## src/rtl/american_option_binomial_pricer_macros.svh

```systemverilog
// assertion macros for the binomial pricer
`ifndef AMERICAN_OPTION_BINOMIAL_PRICER_MACROS_SVH
`define AMERICAN_OPTION_BINOMIAL_PRICER_MACROS_SVH

// condition holds at every edge out of reset
`define AOBP_ASSERT_ALWAYS(label, cond, msg) \
  label: assert property (@(posedge clk) disable iff (rst) (cond)) else $error(msg);

// antecedent implies consequent in the next cycle
`define AOBP_ASSERT_NEXT(label, ante, cons, msg) \
  label: assert property (@(posedge clk) disable iff (rst) (ante) |=> (cons)) else $error(msg);

`endif

```

## src/rtl/aobp_pkg.sv

```systemverilog
package aobp_pkg;

  localparam int unsigned DefMaxLevels = 1024;
  localparam int unsigned CfgIdxW      = 3;
  localparam int unsigned CfgDataW     = 32;
  localparam int unsigned LevelCountW  = 11;

  localparam logic [CfgIdxW-1:0] REG_UP_FACTOR     = 3'd0;
  localparam logic [CfgIdxW-1:0] REG_DOWN_FACTOR   = 3'd1;
  localparam logic [CfgIdxW-1:0] REG_UP_PROB       = 3'd2;
  localparam logic [CfgIdxW-1:0] REG_STEP_DISCOUNT = 3'd3;
  localparam logic [CfgIdxW-1:0] REG_OPTION_KIND   = 3'd4;
  localparam logic [CfgIdxW-1:0] REG_LEVEL_COUNT   = 3'd5;

  localparam logic KIND_CALL = 1'b0;

  typedef struct packed {
    logic [31:0] up_factor;
    logic [31:0] down_factor;
    logic [31:0] up_probability;
    logic [31:0] step_discount;
    logic        option_kind;
  } cfg_t;

  typedef enum logic [3:0] {
    OP_NONE,
    OP_CAPTURE,
    OP_LOAD_SPOT,
    OP_MUL_PF,
    OP_ROUND_P,
    OP_WRITE_LEAF,
    OP_READ0,
    OP_PRIME,
    OP_READ,
    OP_LOAD,
    OP_MUL_UP,
    OP_MUL_DN,
    OP_SUM,
    OP_MUL_DISC,
    OP_WRITE_NODE,
    OP_OUT
  } dp_op_t;

  typedef struct packed {
    dp_op_t op;
    logic   fac_up;
  } dp_cmd_t;

  typedef enum logic [4:0] {
    ST_IDLE,
    ST_LEAF_START,
    ST_LEAF_MUL,
    ST_LEAF_RND,
    ST_LEAF_WR,
    ST_LVL_RD0,
    ST_LVL_PRIME,
    ST_NODE_RD,
    ST_NODE_LD,
    ST_NODE_MPF,
    ST_NODE_RND,
    ST_NODE_MUP,
    ST_NODE_MDN,
    ST_NODE_SUM,
    ST_NODE_MDS,
    ST_NODE_WR,
    ST_DONE
  } ctl_state_t;

  function automatic logic [31:0] payoff(input logic [31:0] price, input logic [31:0] strike,
                                         input logic kind);
    logic [31:0] r;
    if (kind == KIND_CALL) begin
      r = (price > strike) ? price - strike : 32'd0;
    end else begin
      r = (strike > price) ? strike - price : 32'd0;
    end
    return r;
  endfunction

endpackage

```

## src/rtl/aobp_controller.sv

```systemverilog
module aobp_controller #(
  parameter int unsigned MAX_LEVELS = aobp_pkg::DefMaxLevels,
  parameter int unsigned IW = (MAX_LEVELS > 1) ? $clog2(MAX_LEVELS) : 1,
  parameter int unsigned LW = $clog2(MAX_LEVELS + 1)
) (
  input  logic              clk,
  input  logic              rst,
  input  logic [LW-1:0]     levels,
  input  logic              in_valid,
  output logic              in_ready,
  output logic              out_valid,
  input  logic              out_ready,
  output aobp_pkg::dp_cmd_t cmd,
  output logic [IW-1:0]     node_index
);
  import aobp_pkg::*;

  ctl_state_t state, state_next;
  logic [LW-1:0] j, k, i;
  logic [LW:0]   last_idx, jk_sum, k_inc;
  logic          out_free, leaf_last, mul_last, level_last;

  assign last_idx   = (LW+1)'(levels) - (LW+1)'(1);
  assign jk_sum     = (LW+1)'(j) + (LW+1)'(k);
  assign k_inc      = (LW+1)'(k) + (LW+1)'(1);
  assign leaf_last  = (LW+1)'(j) == last_idx;
  assign mul_last   = k_inc == last_idx;
  assign level_last = (LW+1)'(j) + (LW+1)'(1) == (LW+1)'(i);
  assign out_free   = !out_valid || out_ready;
  assign in_ready   = (state == ST_IDLE);
  assign node_index = j[IW-1:0];

  always_comb begin
    state_next = state;
    unique case (state)
      ST_IDLE:       if (in_valid) state_next = ST_LEAF_START;
      ST_LEAF_START: state_next = (last_idx == '0) ? ST_LEAF_WR : ST_LEAF_MUL;
      ST_LEAF_MUL:   state_next = ST_LEAF_RND;
      ST_LEAF_RND:   state_next = mul_last ? ST_LEAF_WR : ST_LEAF_MUL;
      ST_LEAF_WR: begin
        if (!leaf_last)           state_next = ST_LEAF_START;
        else if (last_idx == '0)  state_next = ST_DONE;
        else                      state_next = ST_LVL_RD0;
      end
      ST_LVL_RD0:    state_next = ST_LVL_PRIME;
      ST_LVL_PRIME:  state_next = ST_NODE_RD;
      ST_NODE_RD:    state_next = ST_NODE_LD;
      ST_NODE_LD:    state_next = ST_NODE_MPF;
      ST_NODE_MPF:   state_next = ST_NODE_RND;
      ST_NODE_RND:   state_next = ST_NODE_MUP;
      ST_NODE_MUP:   state_next = ST_NODE_MDN;
      ST_NODE_MDN:   state_next = ST_NODE_SUM;
      ST_NODE_SUM:   state_next = ST_NODE_MDS;
      ST_NODE_MDS:   state_next = ST_NODE_WR;
      ST_NODE_WR: begin
        if (!level_last)          state_next = ST_NODE_RD;
        else if (i == LW'(1))     state_next = ST_DONE;
        else                      state_next = ST_LVL_RD0;
      end
      ST_DONE:       if (out_free) state_next = ST_IDLE;
      default:       state_next = ST_IDLE;
    endcase
  end

  always_comb begin
    cmd.op     = OP_NONE;
    cmd.fac_up = 1'b1;
    unique case (state)
      ST_IDLE:       cmd.op = in_valid ? OP_CAPTURE : OP_NONE;
      ST_LEAF_START: cmd.op = OP_LOAD_SPOT;
      ST_LEAF_MUL: begin
        cmd.op     = OP_MUL_PF;
        cmd.fac_up = (jk_sum >= last_idx);
      end
      ST_LEAF_RND:   cmd.op = OP_ROUND_P;
      ST_LEAF_WR:    cmd.op = OP_WRITE_LEAF;
      ST_LVL_RD0:    cmd.op = OP_READ0;
      ST_LVL_PRIME:  cmd.op = OP_PRIME;
      ST_NODE_RD:    cmd.op = OP_READ;
      ST_NODE_LD:    cmd.op = OP_LOAD;
      ST_NODE_MPF:   cmd.op = OP_MUL_PF;
      ST_NODE_RND:   cmd.op = OP_ROUND_P;
      ST_NODE_MUP:   cmd.op = OP_MUL_UP;
      ST_NODE_MDN:   cmd.op = OP_MUL_DN;
      ST_NODE_SUM:   cmd.op = OP_SUM;
      ST_NODE_MDS:   cmd.op = OP_MUL_DISC;
      ST_NODE_WR:    cmd.op = OP_WRITE_NODE;
      ST_DONE:       cmd.op = out_free ? OP_OUT : OP_NONE;
      default:       cmd.op = OP_NONE;
    endcase
  end

  always_ff @(posedge clk) begin
    if (rst) begin
      state     <= ST_IDLE;
      out_valid <= 1'b0;
      j         <= '0;
      k         <= '0;
      i         <= '0;
    end else begin
      state <= state_next;
      if (out_valid && out_ready) begin
        out_valid <= 1'b0;
      end
      unique case (state)
        ST_IDLE:       j <= '0;
        ST_LEAF_START: k <= '0;
        ST_LEAF_RND:   k <= k_inc[LW-1:0];
        ST_LEAF_WR: begin
          if (leaf_last) begin
            j <= '0;
            i <= last_idx[LW-1:0];
          end else begin
            j <= j + LW'(1);
          end
        end
        ST_NODE_WR: begin
          if (level_last) begin
            j <= '0;
            i <= i - LW'(1);
          end else begin
            j <= j + LW'(1);
          end
        end
        ST_DONE: if (out_free) out_valid <= 1'b1;
        default: ;
      endcase
    end
  end

endmodule

```

## config.mk

```make
export PLATFORM = sky130hd
export DESIGN_NAME = aobp_controller
export DESIGN_NICKNAME = d
export VERILOG_FILES = /design/src/rtl/american_option_binomial_pricer_macros.svh /design/src/rtl/aobp_pkg.sv /design/src/rtl/aobp_controller.sv
export SDC_FILE = /design/constraint.sdc
export NUM_CORES = 1
export LEC_CHECK = 0
export BUFFER_PORTS_ARGS = -buffer_cell sky130_fd_sc_hd__buf_2
export CORE_MARGIN = 1
export CORE_UTILIZATION = 45
export CTS_CLUSTER_DIAMETER = 40
export DETAILED_ROUTE_END_ITERATION = 8
export HOLD_SLACK_MARGIN = 0.03
export PLACE_DENSITY = 0.69
export SYNTH_ARGS = -nofsm -noshare
export SYNTH_HDL_FRONTEND = slang
export SYNTH_SLANG_ARGS = --single-unit
```

## constraint.sdc

```tcl
create_clock -name clk -period 2.7 [get_ports clk]
set_input_delay 0.135 -clock clk [delete_from_list [all_inputs] [get_ports clk]]
set_output_delay 0.135 -clock clk [all_outputs]
set_load 0.02 [all_outputs]
```

# After elaboration in Yosys (flattened, before gate mapping)

Cells that the tools add are included.

Input bits: 15
Flip-flop bits (word level): 39
Memories: 0
Memory bits (writable): 0
ROM bits: 0
Bits in latches: 0
Logic and storage cells: 71

Shifts and indexed selects: 0
$add $sub $neg: 6
Reductions and logical operators: 12
Multiply operators: 0
$lt $le $gt $ge: 1
Bitwise gates (word level): 0
Div/mod/pow operators: 0
Eq/ne operators: 24
Mux-type cells: 23

Operators by type and width:

| cell                  | number |
|---|---|
| $pmux 5 s17           | 1 |
| $pmux 4 s15           | 1 |
| $mux 11               | 4 |
| $pmux 11 s2           | 2 |
| $eq 5x4->1 const B    | 8 |
| $pmux 11 s3           | 1 |
| $mux 5                | 6 |
| $add 11x1->12 const B | 2 |
| $eq 5x3->1 const B    | 4 |
| $add 11x11->12        | 1 |
| $eq 11x12->1          | 1 |
| $eq 12x11->1          | 1 |
| $eq 12x12->1          | 1 |
| $ge 12x12->1          | 1 |
| $logic_not 12->1      | 1 |
| $sub 11x1->12 const B | 1 |
| $add 11x1->11 const B | 1 |
| $eq 11x1->1 const B   | 1 |
| $sub 11x1->11 const B | 1 |
| $eq 5x2->1 const B    | 2 |
| $ne 2x2->1 const B    | 4 |
| $mux 3                | 2 |
| $eq 5x1->1 const B    | 1 |
| $eq 5x5->1 const B    | 1 |
| 11 further kinds      | 17 |

# Longest topological paths before layout

Gate-level depths: netlist (run 1).

Depth after elaboration: 5
Mapped depth: 14
Depth with buffers taken out: 14

# Least setup slack after synthesis (run 1)

OpenSTA, ideal clock, no wires.

Kind: register to output
From: register j[1]
To: output port cmd[0] (netlist name)
Path buffers: 0
Arrival time: 2846 ps
Slack: -281 ps
Cell stages (with the launch flop): 14
Path through: dfxtp_1 > ha_1 > a21o_1 > a21oi_1 > o21bai_1 > a21oi_1 > o21ai_0 > a311oi_1 > xnor2_1 > ha_1 > nor4_1 > o21ai_0 > o2111ai_1 > nand4_1

RTL lines:

| item                   | line                   | source |
|---|---|---|
| start, declared        | aobp_controller.sv:19  | `logic [LW-1:0] j, k, i;` |
| start signal, assigned | aobp_controller.sv:114 | `j <= j + LW'(1);` |
| start signal, assigned | aobp_controller.sv:122 | `j <= j + LW'(1);` |
| end, declared          | aobp_controller.sv:13  | `output aobp_pkg::dp_cmd_t cmd,` |

==> metrics.txt, run 1 <==
Rows=36; I/O pin count=32; Final WS setup=-0.503 ns; post-synthesis sequential area ratio=17.0%; achievable frequency=0.312 GHz; crit-path leading delay family=compound AO/OA/AOI/OAI gates; Num CTS Buffers=5; syn nets=653; CP endpoint kind=primary output; Area Overhead vs Synth=22.3%; nets@finish=just over 700; DR WL/cell=18.7 microns; DPL Wire Length=11.6 mm; worst path required time=2.57 ns; critical setup path kind=register to primary output; DR iter-0 viols=379; routability cong.=just over 0.9; Worst-path clk slew=approximately 0.1 ns; DRC violations left=0; wire length on met1=6.47 mm; ranking of synthesized cells by area=dfxtp_1 (17%), ha_1 (7.6%), xnor2_1 (6.1%); Clock Latency Late Sink=0.31 ns; DR WL met3=856 microns; fin crit share=119%; antenna cells=0; vias in the first global route=around 4800; drt pass-1 iters=5; global-route wire length before repair=roughly 24 mm; total track usage=29.7%; final critical-path required period=3.20 ns; Die Y=103 microns; Max rail drop VDD=0.000186 V; Yosys warnings=0; Die ar.=10600 sq um; Final Setup Violations=1; R2R cell count=9; CTS tree=built; register bit total from synthesis=39; layout cell share with drive strength beyond 1=26.6%; pwr dens=273 nW/um^2; EDFF count, synth=0; Post-Synthesis Cell Area=4590 sq um; status=finished with violations; Worst path max stage delay=~0.35 ns; DR top layer=met4; Cell variety after synth=76; Max-slew headroom=41.6%; Final Max Slew Viols=0; root buffer cell=clkbuf_8; Antenna Violating Nets Remaining=0; die extent in x=just over 100 microns; Async SR Flop Fraction=0%; Post-Syn Area per Cell=approximately 7.5 sq um; clock buffer depth=2; top_reg_cell synth=dfxtp_1; CP max-delay cell=dfxtp_4; DP Worst Slack=-0.294 ns; drt total wl=15.3 mm; Final Skew=0.00904 ns; Slew @ Worst Pin=0.875 ns; CP cell instances=ha_1, a21o_1, a21oi_2, o21bai_1, a21oi_2, o21ai_2, a311oi_2, xnor2_1, ha_1, nor4_2, o21ai_1, o2111ai_1, nand4_1, buf_4; P_leak=2.21 nW; initial antenna violation count=0; HP Start=out_ready; Max-Cap Viols=0; launching point of the worst reg2reg path=j[5]; Min-Delay Endpoint=out_valid; CP arrival=3.07 ns; area of the core=slightly below 10000 sq um; Critical R2R Capture=i[6]; failing checks=setup timing; Syn Inst Count=609; clock sink count=39; Fillers=942; Worst R2R Setup Slack=around 0.08 ns; htree depth=2; Buf/Inv on CP=1; PortBufs=31; hold crit path type=input port to register; initial core utilization=a little under half; WHS Path Cells=3; largest net degree at the start of global routing=39; Total Power=1.53 mW; CP Max Fanout=2; vias per cell=roughly 6.2; DR vias=5047; RSZ-0062 raised after global routing=yes; met2 WL=7.33 mm; Yosys top cell by area=dfxtp_1; Synth top area share=between 10% and 20%; startpoint type of the worst setup path=register; Congestion Overflow GR=0; Hold Violations, Final=0
==> final cells by class <==
cell class / instances / area, sq um / area share (%)
clock buffers: 5 / 68.8 / 1.23
clock inverters: 3 / 46.3 / 0.824
inverters: 21 / 78.8 / 1.40
multi-input cells: 497 / 3630 / 64.6
flip-flops and latches: 39 / 786 / 14.0
well taps: 133 / 166 / 2.96
repair buffers: 118 / 840 / 15.0
==> placed cells by master, fill, tap and decap left out, drive strengths merged, types with 7 or more instances in the layout <==
cell	n
buf	118
nor2	66
nand2	49
dfxtp	39
a21oi	34
xnor2	32
o21ai	28
ha	28
nand3	26
nor3	25
inv	21
a31oi	17
xor2	12
nand4	12
o32ai	11
a2111oi	11
a211oi	10
o211ai	9
and3	9
or3	8
nor4	8
nand2b	7
a21o	7
==> cells in the mapped netlist, types with 8 or more instances <==
cell	number
nor2_1	66
nand2_1	49
dfxtp_1	39
a21oi_1	33
xnor2_1	32
ha_1	28
o21ai_0	28
clkbuf_1	26
nand3_1	24
nor3_1	24
inv_1	20
a31oi_1	17
buf_4	12
xor2_1	12
nand4_1	11
a211oi_1	9
and3_1	9
o211ai_1	9
a2111oi_2	8
buf_2	8
==> power breakdown <==
part           internal [mW]  total (mW)  switching [mW]
Sequential             0.582       0.597          0.0150
Combinational          0.165       0.400           0.235
Clock                  0.279       0.536           0.257
Total                   1.03        1.53           0.507
==> how the worst max path moves through the flow <==
stage / startpoint / end / slack [ns] / cells past startpoint
after floorplan: k[0] / cmd[0] / 0.0001 / 14
after global placement: j[1] / cmd[0] / -0.26 / 14
after detailed placement: j[1] / cmd[0] / -0.29 / 14
after CTS: j[1] / cmd[0] / -0.54 / 14
after global routing: j[1] / cmd[0] / -0.72 / 14
final: j[1] / cmd[0] / -0.50 / 14
==> logic make-up after synthesis <==
logic type / count (synthesis) / share of synthesized area [%]
simple gates: 245 / 27.6
compound gates: 170 / 28.3
buf+inv: 73 / 7.55
xor+xnor: 48 / 10.4
flops: 39 / 17.0
fa+ha+maj: 30 / 8.28
mux: 4 / 0.872
==> metrics by stage <==
step / instances / util [%] / hold WS, ns / setup TNS, ns / area [sq um]
6_report: 816 / 57.2 / 0.132 / -0.503 / 5620
3_3_place_gp: 806 / 54.5 / 0.446 / -0.262 / 5350
4_1_cts: 815 / 55.9 / 0.129 / -0.536 / 5490
5_1_grt: 816 / 57.2 / 0.153 / -0.727 / 5620
2_1_floorplan: 609 / - / 0.348 / 0 / 4630
3_5_place_dp: 806 / 54.5 / 0.459 / -0.571 / 5350
==> timing repair <==
action | in CTS | in global routing
setup buffers | 1 | 1
hold endpoints to repair | 0 | 0
gates resized for setup | 5 | 21
hold buffers | 0 | 0
cloned | 0 | 0
setup endpoints to repair | 1 | 24
pin swaps | 5 | 6
==> routing by layer <==
metal,GRT usage [%],vias to the layer above
met2,50.1,184
li1,-,2402
met1,37.8,2411
met4,13.4,0
met5,0,-
met3,3.66,50
==> worst reg2reg max path: cells and delay by family, from the launching register on <==
family	cells	cell delay [ns]
flip-flops	1	0.36
buffers and inverters	2	0.39
AND/OR/NAND/NOR	2	0.60
AO/OA/AOI/OAI	5	1.15
==> flip-flops by register name (all words and copies together), names as in the netlist <==
register and flops:
k 11, i 11, j 11, state 5
out_valid 1
Power figures use the tool's default switching activity.
==> run 2: changes to the inputs <==
Settings changed: ABC_AREA set to 1.
==> run 2 against run 1 <==
Net effect: the run still ends with setup timing left; critical path depth grew 4; power shrank 5.0%; worst hold slack gained 0.042 ns; clock skew grew 0.0040 ns; die area grew 2.2%; via count grew 4.9%; non-clock buffer count shrank 47; largest cell class unchanged; largest power group unchanged.
==> metrics.txt, run 2 <==
largest net degree at the start of global routing=22 (-44%); launching point of the worst reg2reg path=j[1]; biggest registers after layout=i: 11 flops, j: 11 flops, k: 11 flops; pwr dens=274 nW/um^2 (+0.40%); antenna cells=0 (unchanged); Async SR Flop Fraction=0% (unchanged); CP cell instances=ha_2, fa_2, a31oi_4, buf_4, buf_4, xnor2_1, ha_1, a21oi_2, nor2_1, a211oi_1, o21ai_1, nand2_1, nand2_1, nand2_1, nand2_1, nand3_1, nand2_1, buf_2; Worst-path clk slew=0.09 ns (about the same); DPL Wire Length=11.5 mm (-1.0%); Post-Synthesis Cell Area=4700 sq um (+2.3%); CTS tree=built; Hold Violations, Final=0 (unchanged); clock sink count=39 (unchanged); CP max-delay cell=fa_2; Antenna Violating Nets Remaining=0 (unchanged); EDFF count, synth=0 (unchanged); initial core utilization=47.2% (+0.41 points); RSZ-0062 raised after global routing=yes; DR WL/cell=14.0 microns (-25%); Critical R2R Capture=j[0]; commonest cells in the netlist=nand2_1 (260), nor2_1 (110), inv_1 (104); Max-Cap Viols=0 (unchanged); CP Max Fanout=2 (unchanged); Die Y=104 microns (+1.1%); HP Start=out_ready; Congestion Overflow GR=0 (unchanged); R2R cell count=15 (+6); WHS Path Cells=3 (unchanged); total track usage=26.9% (-2.7 points); Finished Core Util=53.4% (-3.8 points); Num CTS Buffers=5 (unchanged); Slew @ Worst Pin=0.764 ns (-0.110 ns); critical setup path kind=register to primary output; area of the core=9950 sq um (+1.4%); hold_buf cts=0 (unchanged); startpoint type of the worst setup path=register; die extent in x=104 microns (+1.1%); DR vias=5295 (+4.9%); Synth top area share=20.8% (+3.8 points); Total Power=1.46 mW (-5.0%); commonest non-fill, non-tap cells in the layout=nand2_1 (260), nor2_1 (110), inv_1 (104); CP endpoint kind=primary output; Final WS setup=-0.288 ns (+0.214 ns); CP most frequent cell=nand2_1; register bit total from synthesis=39 (unchanged); initial antenna violation count=0 (unchanged); Rows=36 (unchanged); Cell variety after synth=46 (-39%); largest family of logic cells by synthesized area=simple AND/OR/NAND/NOR gates; clock buffer depth=2 (unchanged); Max-slew headroom=49.0% (+7.4 points); CP arrival=2.85 ns (-0.22 ns); vias in the first global route=4895 (+1.1%); vias per cell=5.20 (-16%); drt pass-1 iters=5 (unchanged); Max rail drop VDD=0.000175 V (-6.0%); most common cell after layout, fill and taps aside=nand2_1; Synth Area in Compound Gates=10.0% (-18 points); Final Max Slew Viols=0 (unchanged); top_reg_cell synth=dfxtp_1; PortBufs=31 (unchanged); syn nets=872 (+34%); worst path required time=2.57 ns (about the same); post-synthesis sequential area ratio=16.6% (-0.38 points); fin crit share=111% (-7.9 points); Yosys top cell by area=nand2_1; P_leak=2.83 nW (+28%); Worst path max stage delay=0.37 ns (+0.02 ns); ranking of synthesized cells by area=nand2_1 (21%), dfxtp_1 (17%), nand3_1 (9.9%); Final Setup Violations=1 (unchanged); achievable frequency=0.335 GHz (+7.2%); Final Skew=0.0131 ns (+0.00402 ns); most common cell in the synthesized netlist=nand2_1; multiplexer share of the synthesized area=0.213% (-0.66 points); Die ar.=10900 sq um (+2.2%); root buffer cell=clkbuf_8; Yosys warnings=0 (unchanged); failing checks=setup timing; Synth Area in Simple Gates=49.6% (+22 points); Syn Inst Count=828 (+36%); final critical-path required period=2.99 ns (-0.214 ns); I/O pin count=32 (unchanged); layout cell share with drive strength beyond 1=14.7% (-12 points); routability cong.=0.924 (-0.82%); DR iter-0 viols=423 (+12%); global-route wire length before repair=23.6 mm (-2.4%); Clock Latency Late Sink=0.30 ns (about the same); htree depth=2 (unchanged); status=finished with violations; hold crit path type=input port to register; Worst R2R Setup Slack=0.23 ns (+0.15 ns); DRC violations left=0 (unchanged); Min-Delay Endpoint=out_valid; drt total wl=14.2 mm (-6.9%); nets@finish=929 (+28%); Post-Synth XOR/XNOR Area=4.21% (-6.2 points); Area Overhead vs Synth=13.1%; Post-Syn Area per Cell=5.67 sq um (-25%); Post-Synth Adder-Cell Area=7.88% (-0.40 points)
## run 2: cell count changes after synthesis, sizes merged, moves of 9 or more
cell,previous run,this run
a2111oi,11,1
a31oi,17,4
and3,9,0
clkbuf,28,4
inv,20,106
nand2,49,280
nand3,26,96
nor2,66,126
nor3,25,9
o211ai,9,0
o32ai,11,0
xnor2,32,7
## run 2: what timing repair did
item                       in CTS  in global routing
setup endpoints to repair       1                  1
gates resized for setup        14                  0
pin swaps                       2                  1
hold endpoints to repair        0                  0
setup buffers                   1                  0
## run 2: cell type report
class / instances / area [sq um]
clock buffer: 6 / 82.6
clock inverter: 1 / 5.00
fill: 1078 / 4640
inverter: 106 / 398
multi-input combinational: 662 / 3420
sequential: 39 / 781
tap: 133 / 166
timing repair buffer: 71 / 455
## run 2: stage by stage
stage               area [sq um]  TNS, ns  worst slack (ns)  hold slack (ns)  cells
floorplan                   4700        0            0.0286            0.204    828
global placement            5170  -0.0518           -0.0518            0.497   1010
detailed placement          5170   -0.121            -0.121            0.496   1010
CTS                         5310   -0.284            -0.284            0.170   1018
global route                5310   -0.450            -0.450            0.185   1018
finish                      5310   -0.288            -0.288            0.174   1018
## run 2: worst max-delay path, delay by kind of cell (launching register included)
kind / cells / cell delay (ns)
flops: 1 / 0.33
fa+ha+maj: 3 / 0.77
simple gates: 7 / 0.41
buf+inv: 3 / 0.39
xor+xnor: 1 / 0.06
compound gates: 4 / 0.59
## run 2: worst max-delay path by stage
stage | cells past startpoint | start | endpoint | slack, ns
after floorplan | 16 | j[0] | cmd[0] | 0.03
after global placement | 15 | j[2] | cmd[0] | -0.05
after detailed placement | 17 | j[0] | cmd[0] | -0.12
after CTS | 17 | j[0] | cmd[0] | -0.28
after global routing | 17 | j[2] | cmd[0] | -0.45
final | 18 | j[0] | cmd[0] | -0.29
## run 2: logic make-up (layout without fill, tap and decap cells)
family	after synthesis	in the layout
DFF	39	39
muxes	1	1
and+or+nand+nor	529	529
buffers and inverters	127	184
adders and majority gates	29	29
xor gates and xnor gates	21	21
AOI/OAI and AO/OA	82	82
## run 2: routing by layer
| layer | vias up | part of all wire, % | GRT usage (%) | routed length [microns] |
|---|---|---|---|---|
| met4 | 0 | 2.0 | 7.86 | 279 |
| met2 | 156 | 46 | 45.3 | 6510 |
| met5 | - | 0 | 0 | 0 |
| li1 | 2750 | - | - | - |
| met3 | 23 | 5.9 | 2.82 | 843 |
| met1 | 2366 | 46 | 36.2 | 6600 |
## run 2: power breakdown
part | internal, mW | switching (mW) | total, mW
Sequential | 0.584 | 0.0121 | 0.597
Combinational | 0.138 | 0.278 | 0.417
Clock | 0.202 | 0.241 | 0.443
==> run 3: changes to the inputs <==
Settings changed: CORE_ASPECT_RATIO set to 2.
==> run 3 against run 2 <==
Net effect: the flow still finishes with violations (setup timing); clock skew is 0.0070 ns lower; power is 25% higher; critical path depth is 1 lower; cell count hardly changed; setup slack better by 0.067 ns; register-to-register slack better by 0.04 ns; fmax is 2.3% higher; worst hold slack better by 0.020 ns; critical endpoint unchanged.
==> metrics.txt, run 3 (synthesized netlist as in run 2, its figures left out) <==
Hold Violations, Final=0 (unchanged); most common cell after layout, fill and taps aside=nand2_1; R2R cell count=15 (unchanged); global-route wire length before repair=25.2 mm (+6.7%); Antenna Violating Nets Remaining=0 (unchanged); PortBufs=31 (unchanged); P_leak=2.86 nW (+1.2%); CP Max Fanout=2 (unchanged); die extent in x=74.2 microns (-29%); pwr dens=335 nW/um^2 (+22%); routability cong.=0.992 (+7.4%); antenna cells=0 (unchanged); hold_buf cts=0 (unchanged); achievable frequency=0.342 GHz (+2.3%); nets@finish=925 (-0.43%); fin crit share=108% (-2.5 points); Congestion Overflow GR=0 (unchanged); DR vias=5382 (+1.6%); Final Setup Violations=1 (unchanged); hold crit path type=input port to register; htree depth=2 (unchanged); startpoint type of the worst setup path=register; I/O pin count=32 (unchanged); largest net degree at the start of global routing=22 (unchanged); worst path required time=2.57 ns (about the same); Final Skew=0.00606 ns (-0.00700 ns); Final WS setup=-0.221 ns (+0.0670 ns); final std cells w/o fill=1017 (-0.098%); Placed Cells=1008 (-0.20%); DRC violations left=0 (unchanged); root buffer cell=clkbuf_16; clock buffer depth=2 (unchanged); RSZ-0062 raised after global routing=yes; Critical R2R Capture=i[5]; DR WL/cell=15.1 microns (+8.3%); launching point of the worst reg2reg path=j[1]; Max rail drop VDD=0.000231 V (+32%); Clock Latency Late Sink=0.29 ns (about the same); vias in the first global route=5376 (+9.8%); initial antenna violation count=0 (unchanged); Die Y=146 microns (+41%); final critical-path required period=2.92 ns (-0.0670 ns); CTS tree=built; layout cell share with drive strength beyond 1=15.3% (+0.62 points); Worst R2R Setup Slack=0.27 ns (+0.04 ns); critical setup path kind=register to primary output; biggest registers after layout=i: 11 flops, j: 11 flops, k: 11 flops; commonest non-fill, non-tap cells in the layout=nand2_1 (260), nor2_1 (110), inv_1 (104); crit path to=cmd[0]; area of the core=10100 sq um (+2.0%); Max-slew headroom=42.0% (-7.0 points); Rows=52 (+44%); status=finished with violations; clock sink count=39 (unchanged); Max-Cap Viols=0 (unchanged); drt pass-1 iters=5 (unchanged); DR iter-0 viols=210 (-50%); vias per cell=5.29 (+1.7%); failing checks=setup timing; CP arrival=2.79 ns (-0.06 ns); CP Launch Point=k[0]; CP endpoint kind=primary output; Final Max Slew Viols=0 (unchanged); Area Overhead vs Synth=15.8%; DPL Wire Length=12.6 mm (+9.1%); initial core utilization=46.3% (-0.91 points); Die ar.=10900 sq um (+0.22%); total track usage=30.6% (+3.7 points); drt total wl=15.4 mm (+8.2%); Slew @ Worst Pin=0.869 ns (+0.104 ns); setup_tns=-0.221 ns (+0.0670 ns); Worst-path clk slew=0.07 ns (-0.02 ns); Num CTS Buffers=5 (unchanged)
-- run 3: per-stage QoR --
stage                     power [mW]  utilization, %  setup WS, ns  hold WS [ns]  instance area, sq um
after global routing            1.90            53.6        -0.397         0.195                  5440
after global placement          1.01            50.7       -0.0119         0.499                  5140
after CTS                       1.82            53.1        -0.240         0.192                  5390
final                           1.82            53.6        -0.221         0.194                  5440
after detailed placement        1.01            50.7       -0.0692         0.505                  5140
after floorplan                0.878               -        0.0286         0.204                  4700
-- run 3: worst max-delay path: stages (launching register included) --
cell and delay (ns):
dfxtp_2 0.33, ha_4 0.17, fa_2 0.41, a31oi_4 0.16
o21ai_2 0.09, xor2_1 0.15, ha_1 0.29, nand2_1 0.06
nor2_1 0.04, a211oi_1 0.16, o21ai_1 0.11, nand2_1 0.10
nand2_1 0.05, nand2_1 0.05, nand2_1 0.04, nand3_1 0.06
nand2_1 0.06, buf_6 0.14
-- run 3: how the worst min path moves through the flow --
| stage | start | to | slack [ns] | depth (start not counted) |
|---|---|---|---|---|
| 2_1_floorplan | rst | k[1] | 0.20 | 1 |
| 3_3_place_gp | out_ready | out_valid | 0.50 | 3 |
| 3_5_place_dp | out_ready | out_valid | 0.51 | 3 |
| 4_1_cts | out_ready | out_valid | 0.19 | 3 |
| 5_1_grt | out_ready | out_valid | 0.20 | 3 |
| 6_report | out_ready | out_valid | 0.19 | 3 |
-- run 3: report_power, final --
group	total [mW]	internal (mW)	leakage [nW]	switching [mW]
sequential	0.597	0.585	0.316	0.0116
combinational	0.418	0.134	2.46	0.284
clock	0.806	0.531	0.0911	0.275
-- run 3: timing repair --
item	CTS	global route
gates resized for setup	17	9
buffers inserted	0	1
setup endpoints to repair	1	1
pin swaps	3	4
-- run 3: area by class of cell --
cell class                      count  area (sq um)
Timing Repair Buffer               67           432
Sequential cell                    39           785
Inverter                          106           398
Clock inverter                      2          60.1
Multi-Input combinational cell    662          3470
Tap cell                          135           169
Clock buffer                        6           129
Fill cell                        1139          4710
-- run 3: metal layers --
layer	up-vias	GRT usage (%)	share of wire, %
met5	-	0	0
met4	0	23.3	7.6
met3	72	3.52	2.9
met2	131	55.0	54
met1	2433	30.3	36
li1	2746	-	-
